## config.mk

```make
export PLATFORM = sky130hd
export DESIGN_NAME = fcte_ctrl
export DESIGN_NICKNAME = d
export VERILOG_FILES = /design/src/hdl/fcte_pkg.sv /design/src/hdl/fcte_ctrl.sv
export SDC_FILE = /design/constraint.sdc
export NUM_CORES = 1
export LEC_CHECK = 0
export BUFFER_PORTS_ARGS = -buffer_cell sky130_fd_sc_hd__buf_2
export CAP_MARGIN = 10
export CORE_AREA = 2 2 39 41
export CTS_CLUSTER_DIAMETER = 200
export CTS_CLUSTER_SIZE = 16
export DETAILED_ROUTE_END_ITERATION = 10
export DIE_AREA = 0 0 41 43
export SETUP_SLACK_MARGIN = 0.1
export SLEW_MARGIN = 40
export SYNTH_ARGS = -nofsm -noshare
export SYNTH_HDL_FRONTEND = slang
export SYNTH_SLANG_ARGS = --single-unit
```

## constraint.sdc

```tcl
create_clock -name aclk -period 2.6 [get_ports aclk]
set_input_delay 0 -clock aclk [delete_from_list [all_inputs] [get_ports aclk]]
set_output_delay 0 -clock aclk [all_outputs]
set_load 0.1 [all_outputs]
```

## src/hdl/fcte_pkg.sv

```systemverilog
// ----------------------------------------------------------------------------
// fcte_pkg
// Shared types and constants of the cluster link table engine: request and
// status codes, entry formats, register map, controller command and status.
// ----------------------------------------------------------------------------
package fcte_pkg;

    localparam int CLUSTER_W  = 28;
    localparam int LIMIT_W    = 17;
    localparam int MODE_W     = 2;
    localparam int REQ_W      = 3;
    localparam int STATUS_W   = 2;
    localparam int APB_ADDR_W = 3;
    localparam int APB_DATA_W = 32;

    // request codes
    localparam logic [REQ_W-1:0] REQ_READ  = 3'd0;
    localparam logic [REQ_W-1:0] REQ_WRITE = 3'd1;
    localparam logic [REQ_W-1:0] REQ_ALLOC = 3'd2;
    localparam logic [REQ_W-1:0] REQ_FREE  = 3'd3;
    localparam logic [REQ_W-1:0] REQ_CLEAN = 3'd4;

    // result status codes
    localparam logic [STATUS_W-1:0] ST_OK         = 2'd0;
    localparam logic [STATUS_W-1:0] ST_NO_FREE    = 2'd1;
    localparam logic [STATUS_W-1:0] ST_STEP_LIMIT = 2'd2;

    // entry formats
    localparam logic [MODE_W-1:0] MODE_FAT12 = 2'd0;
    localparam logic [MODE_W-1:0] MODE_FAT16 = 2'd1;

    localparam logic [CLUSTER_W-1:0] MASK12   = 28'h0000FFF;
    localparam logic [CLUSTER_W-1:0] MASK16   = 28'h000FFFF;
    localparam logic [CLUSTER_W-1:0] MASK28   = 28'hFFFFFFF;
    localparam logic [CLUSTER_W-1:0] EOC12    = 28'h0000FF8;
    localparam logic [CLUSTER_W-1:0] EOC16    = 28'h000FFF8;
    localparam logic [CLUSTER_W-1:0] EOC_READ = 28'hFFFFFF8;

    // register index, taken from paddr[2]
    localparam logic REG_FAT_MODE      = 1'b0;
    localparam logic REG_CLUSTER_LIMIT = 1'b1;

    typedef struct packed {
        logic clear_step;
        logic accept;
        logic exec;
        logic al_rd;
        logic al_ck;
        logic fr_rd;
        logic fr_wr;
        logic out_load;
    } fcte_cmd_t;

    typedef struct packed {
        logic [REQ_W-1:0] req;
        logic             clr_done;
        logic             cur_valid;
        logic             step_hit;
        logic             scan_end;
        logic             entry_free;
        logic             link_end;
    } fcte_sts_t;

    function automatic logic [CLUSTER_W-1:0] mode_mask(input logic [MODE_W-1:0] mode);
        logic [CLUSTER_W-1:0] m;
        case (mode)
            MODE_FAT12: m = MASK12;
            MODE_FAT16: m = MASK16;
            default:    m = MASK28;
        endcase
        return m;
    endfunction

    function automatic logic [CLUSTER_W-1:0] mode_eoc(input logic [MODE_W-1:0] mode);
        logic [CLUSTER_W-1:0] e;
        case (mode)
            MODE_FAT12: e = EOC12;
            MODE_FAT16: e = EOC16;
            default:    e = EOC_READ;
        endcase
        return e;
    endfunction

endpackage

```

## src/hdl/fcte_ctrl.sv

```systemverilog
// ----------------------------------------------------------------------------
// fcte_ctrl
// Request sequencer: clearing pass, dispatch, allocate scan, chain walk and
// result delivery into the output register.
// ----------------------------------------------------------------------------
module fcte_ctrl (
    input  logic                aclk,
    input  logic                aresetn,
    input  logic                s_valid,
    output logic                s_ready,
    output logic                m_valid,
    input  logic                m_ready,
    input  fcte_pkg::fcte_sts_t sts,
    output fcte_pkg::fcte_cmd_t cmd
);
    import fcte_pkg::*;

    localparam logic [2:0] S_CLEAR = 3'd0;
    localparam logic [2:0] S_IDLE  = 3'd1;
    localparam logic [2:0] S_EXEC  = 3'd2;
    localparam logic [2:0] S_AL_RD = 3'd3;
    localparam logic [2:0] S_AL_CK = 3'd4;
    localparam logic [2:0] S_FR_RD = 3'd5;
    localparam logic [2:0] S_FR_WR = 3'd6;
    localparam logic [2:0] S_DONE  = 3'd7;

    logic [2:0] state_reg, state_next;
    logic       m_valid_reg, m_valid_next;

    always_comb begin
        state_next = state_reg;
        cmd        = '0;
        s_ready    = 1'b0;
        case (state_reg)
            S_CLEAR: begin
                cmd.clear_step = 1'b1;
                if (sts.clr_done) begin
                    state_next = S_IDLE;
                end
            end
            S_IDLE: begin
                s_ready = 1'b1;
                if (s_valid) begin
                    cmd.accept = 1'b1;
                    state_next = S_EXEC;
                end
            end
            S_EXEC: begin
                cmd.exec = 1'b1;
                case (sts.req)
                    REQ_ALLOC: state_next = S_AL_RD;
                    REQ_FREE:  state_next = S_FR_RD;
                    default:   state_next = S_DONE;
                endcase
            end
            S_AL_RD: begin
                cmd.al_rd  = 1'b1;
                state_next = sts.scan_end ? S_DONE : S_AL_CK;
            end
            S_AL_CK: begin
                cmd.al_ck  = 1'b1;
                state_next = sts.entry_free ? S_DONE : S_AL_RD;
            end
            S_FR_RD: begin
                cmd.fr_rd  = 1'b1;
                state_next = (!sts.cur_valid || sts.step_hit) ? S_DONE : S_FR_WR;
            end
            S_FR_WR: begin
                cmd.fr_wr  = 1'b1;
                state_next = sts.link_end ? S_DONE : S_FR_RD;
            end
            S_DONE: begin
                // hold the result until the output register has room
                if (!m_valid_reg || m_ready) begin
                    cmd.out_load = 1'b1;
                    state_next   = S_IDLE;
                end
            end
            default: state_next = S_IDLE;
        endcase
    end

    always_comb begin
        m_valid_next = m_valid_reg;
        if (cmd.out_load) begin
            m_valid_next = 1'b1;
        end else if (m_ready) begin
            m_valid_next = 1'b0;
        end
    end

    always_ff @(posedge aclk) begin
        if (!aresetn) begin
            state_reg   <= S_CLEAR;
            m_valid_reg <= 1'b0;
        end else begin
            state_reg   <= state_next;
            m_valid_reg <= m_valid_next;
        end
    end

    assign m_valid = m_valid_reg;

endmodule

```

==> qor.csv, run 1 <==
stage,metric,value,unit
critical_path,worstPathArrival,1.69,ns
detailed_routing,vias_per_cell,4.66,
power,total_leakage_power,0.230,nW
clock_network,clock_path_buffers,2,
final_layout,multi_input_area,230,µm²
run,drv_cap,0,
detailed_routing,drt_wl_total,845,µm
floorplanning,coreArea,1380,µm²
power,total_power,296,µW
sta,period_share,64.8,%
yosys,yosysWarningCount,0,
sta,slew-limit-headroom,67.9,%
final_layout,register_area,80.1,µm²
final_layout,largest_reg_flops,3,
place,dp.cells,84,
yosys,syn_area_per_cell,6.91,µm²
floorplanning,pin_count,23,
global_route,antenna_found_initial,0,
yosys,yosysUniqueCellTypes,25,
final_layout,final_common_cell,buf_2,
clock_network,hold_buffers,0,
global_route,grt_pass1_wl,1310,µm
yosys,syn_area,345,µm²
detailed_routing,ant_nets,0,
sta,finalHoldViolations,0,
global_route,grt_pass1_vias,332,
place,gp_congestion,0.682,
final_layout,final_nets,86,
clock_network,cts_htree_levels,1,
yosys,syn_nets,63,
critical_path,slowest_stage,dfxtp_1,
yosys,async_flop_share,0,%
clock_network,clkSlewWorstSetupHoldPaths,0.03,ns
floorplanning,start_util,25.0,%
sta,fin_crit,1.69,ns
clock_network,clk_latency,0.23,ns
critical_path,crit_start,state_reg[0],
critical_path,crit_chain,nand2b_1 > nor3b_2 > buf_2,
sta,finalMaxSlewViolations,0,
floorplanning,die_area,1760,µm²
min_path,hp-class,input pin to flip-flop,
final_layout,fill_cells,151,
yosys,ys_seq_elements,4,
power,p_per_area,609,nW/µm²
sta,finalSetupTns,0,ns
floorplanning,die_y,43,µm
floorplanning,num_rows,14,
global_route,grt.total_usage,11.5,%
yosys,synth_cells,50,
critical_path,critical_path_required,2.60,ns
detailed_routing,wl_per_cell,9.71,µm
final_layout,antenna_cells,0,
run_status,status,finished clean,
global_route,grt_overflow,0,
clock_network,cts_tree,yes,
final_layout,final_cells,87,
sta,setup_viol,0,
final_layout,drive_above_1_share,45.1,%
yosys,synthTopCellsByArea,"dfxtp_1 (23%), nor3_1 (7.2%), a21oi_1 (5.8%)",
global_route,grt_max_degree,14,
clock_network,clkSinkCount,4,
yosys,synthDominantCellAreaShare,23.2,%
sta,rsz0062_at_grt,no,
yosys,yosys_most_used_dff,dfxtp_1,
critical_path,critPathTopFamily,flip-flops,
critical_path,cpPeakStageDelay,0.57,ns
clock_network,cts_setup_buffers,0,
yosys,synth_edf_count,0,
detailed_routing,dr.pass1.iters,4,
place,buffer_ports.inserted,22,
critical_path,cp_max_fo,13,
final_layout,final_cell_mix,"buf_2 (22), inv_1 (5), o21ai_0 (4), a21oi_1 (4), dfxtp_1 (4)",
critical_path,path_class,flip-flop to primary output,
min_path,hp-start,sts[5],
sta,worstMarginPinSlew,0.486,ns
floorplanning,die_w,41,µm
sta,finClkSkew,0.000935,ns
detailed_routing,drt-initial-drc-count,10,
critical_path,worstReg2RegStart,state_reg[1],
critical_path,cp-end-kind,primary output,
detailed_routing,drc_errors,0,
detailed_routing,dr_total_vias,405,
clock_network,postCtsResizedCells,0,
clock_network,root_buffer,clkbuf_4,
critical_path,worstSetupStartpointType,flip-flop,
sta,fmaxAchievable,593,MHz
final_layout,area_delta_synth_final,40.6,%
place,hpwl,679,µm
yosys,synth_area_leader_cell,dfxtp_1,
power,irDropWorstVdd,0.206,mV
critical_path,path_buf_inv,1,
yosys,yosysSeqAreaShare,23.2,%
clock_network,numCtsBuffers,3,
==> per-stage QoR <==
stage                     setup slack (ns)  area (µm²)  hold slack [ns]  util, %
after detailed placement              1.16         463            0.286     33.5
after global placement                1.17         463            0.289     33.5
after floorplan                     0.0266         355            0.118        -
after global routing                 0.823         485           0.0477     35.1
final                                0.915         485           0.0424     35.1
after CTS                            0.913         485           0.0407     35.1
==> routing by layer <==
metal | share of wire, % | global-route usage, %
met2 | 44 | 15.6
met4 | 0.47 | 10.0
met5 | 0 | 0
met1 | 46 | 12.9
met3 | 9.2 | 4.71
==> final timing paths <==
kind | depth (start not counted) | end | slack, ns
min reg2reg | 2 | m_valid | 0.59
max | 3 | cmd[6] | 0.91
min | 3 | state_reg[0] | 0.04
max reg2reg | 4 | state_reg[1] | 1.24
==> Yosys cell counts (all sizes together), types with 2 or more instances <==
cell type	instances
nand2b	2
buf	4
nor2	3
nor3	5
o21ai	5
nand3	3
nand2	3
inv	6
nor3b	2
dfxtp	4
a21oi	4
==> worst min-delay path, stage by stage <==
cell and delay [ns]:
buf_2 0.08, o41ai_1 0.05, a21oi_1 0.10
==> final cells by class <==
cell class | count | area share [%]
clock buffer | 3 | 4.64
tap | 16 | 4.12
timing repair buffer | 22 | 22.7
multi-input combinational | 36 | 47.4
sequential | 4 | 16.5
inverter | 6 | 4.64
==> power breakdown <==
group	total (mW)	internal, mW	leakage (nW)	switching, mW
Sequential	0.0816	0.0664	0.0326	0.0152
Combinational	0.140	0.0322	0.184	0.108
Clock	0.0741	0.0514	0.0138	0.0226
==> cells by family after synthesis <==
kind of cell,count (synthesis),share of synthesized area [%]
AO/OA/AOI/OAI,16,29.7
buffers and inverters,10,13.0
AND/OR/NAND/NOR,20,34.1
flip-flops,4,23.2
Note: power is estimated with default switching activity, not from simulation.
==> run 2: changes to the inputs <==
clock period = 1.7 ns   (was 2.6 ns; I/O delays follow)
==> run 2 against run 1 <==
Sequential share of layout area is 4.3 points lower. Sequential power is 34% higher. Critical path depth is 1 higher. Via count is 5.2% higher. Non-clock buffer count is 3 higher. Register-to-register slack worse by 0.75 ns. Die area stayed put. Critical path type unchanged. Largest cell class unchanged. Highest routed layer is now met3.
==> qor.csv, run 2 (synthesis results as in run 1) <==
stage,metric,value,unit,change
run_status,status,finished clean,,
detailed_routing,dr_total_vias,426,,+5.2%
sta,finClkSkew,0.00155,ns,+0.000615 ns
place,dpl-instance-area,646,µm²,+39%
sta,rsz0062_at_grt,no,,
critical_path,worstSetupStartpointType,flip-flop,,
clock_network,cts_tree,yes,,
sta,slew-limit-headroom,68.0,%,+0.10 points
critical_path,cp-end-kind,primary output,,
place,hpwl,821,µm,+21%
global_route,grt_overflow,0,,unchanged
final_layout,area_delta_synth_final,93.8,%,
sta,finalHoldViolations,0,,unchanged
sta,setup_viol,0,,unchanged
clock_network,cts_htree_levels,1,,unchanged
critical_path,r2r_slack,0.49,ns,-0.75 ns
critical_path,worstPathArrival,1.39,ns,-0.30 ns
final_layout,final_cell_area,669,µm²,+38%
power,p_per_area,794,nW/µm²,+30%
final_layout,final_common_cell,buf_2,,
min_path,holdPathStages,2,,-1
floorplanning,die_w,41,µm,unchanged
clock_network,clock_path_buffers,2,,unchanged
power,irDropWorstVdd,0.292,mV,+42%
floorplanning,die_area,1760,µm²,unchanged
sta,period_share,81.6,%,
global_route,grt_max_degree,12,,-2
floorplanning,num_rows,14,,unchanged
final_layout,drive_above_1_share,54.1,%,+9.0 points
clock_network,numCtsBuffers,3,,unchanged
floorplanning,coreArea,1380,µm²,unchanged
detailed_routing,drc_errors,0,,unchanged
final_layout,final_cell_mix,"buf_2 (14), buf_12 (8), inv_1 (5)",,
critical_path,cp_max_fo,9,,-4
global_route,grt_pass1_wl,1460,µm,+12%
critical_path,critical_path_required,1.70,ns,-0.90 ns
critical_path,reg2reg_depth,4,,unchanged
clock_network,hold_buffers,0,,unchanged
detailed_routing,drt-initial-drc-count,7,,-3
clock_network,clk_latency,0.24,ns,about the same
floorplanning,die_y,43,µm,unchanged
final_layout,antenna_cells,0,,unchanged
power,total_leakage_power,0.284,nW,+23%
global_route,grt.total_usage,12.2,%,+0.72 points
floorplanning,pin_count,23,,unchanged
clock_network,root_buffer,clkbuf_4,,
detailed_routing,vias_per_cell,4.73,,+1.7%
detailed_routing,drt_wl_total,961,µm,+14%
global_route,grt_pass1_vias,364,,+9.6%
min_path,hp-class,input pin to flip-flop,,
detailed_routing,wl_per_cell,10.7,µm,+9.9%
detailed_routing,dr.pass1.iters,4,,unchanged
place,gp_congestion,0.833,,+22%
clock_network,clkSlewWorstSetupHoldPaths,0.04,ns,about the same
run,drv_cap,0,,unchanged
sta,finalMaxSlewViolations,0,,unchanged
detailed_routing,ant_nets,0,,unchanged
final_layout,final_nets,89,,+3.5%
critical_path,path_class,flip-flop to primary output,,
sta,worstMarginPinSlew,0.484,ns,-0.00156 ns
clock_network,clkSinkCount,4,,unchanged
global_route,antenna_found_initial,0,,unchanged
sta,finalSetupTns,0,ns,unchanged
sta,fmaxAchievable,721,MHz,
floorplanning,start_util,25.0,%,unchanged
sta,fin_crit,1.39,ns,
clock_network,cts_setup_buffers,0,,unchanged
final_layout,largest_reg_flops,3,,unchanged
final_layout,utilization,48.4,%,+13 points
place,buffer_ports.inserted,22,,unchanged
## run 2: area by class of cell
type / count / area [µm²]
timing repair buffer: 25 / 253
multi-input combinational: 36 / 270
fill: 137 / 714
clock buffer: 3 / 22.5
inverter: 6 / 22.5
sequential: 4 / 81.3
tap: 16 / 20.0
## run 2: final timing paths
path                  end    startpoint
max                cmd[0]  state_reg[2]
min          state_reg[2]       aresetn
max reg2reg  state_reg[0]  state_reg[1]
min reg2reg       m_valid       m_valid
## run 2: layer usage
metal  wire length, µm  track usage, %
met5                 0               0
met4                 0            6.00
met3                60            4.71
met2               507            18.8
met1               394            13.9
## run 2: timing repair
item	CTS	global route
setup endpoints to repair	0	1
hold endpoints to repair	0	0
resized for setup	0	1
## run 2: through the flow
stage	worst slack, ns	power [mW]	hold WS [ns]	cells
2_1_floorplan	-0.104	0.325	0.118	50
3_3_place_gp	0.415	0.415	0.269	87
3_5_place_dp	0.391	0.416	0.289	87
4_1_cts	0.184	0.538	0.0432	90
5_1_grt	0.208	0.562	0.0356	90
6_report	0.313	0.531	0.0401	90
## run 2: worst max-delay path: stages, from the launching register on
cell and delay (ns):
dfxtp_2 0.41, buf_4 0.20, nand3_2 0.12, nor2b_1 0.22, buf_12 0.20
## run 2: where the power goes
part	total, mW	leakage, nW	internal [mW]	switching [mW]
Sequential	0.109	0.0331	0.102	0.00695
Combinational	0.304	0.237	0.0994	0.204
Clock	0.119	0.0138	0.0790	0.0399
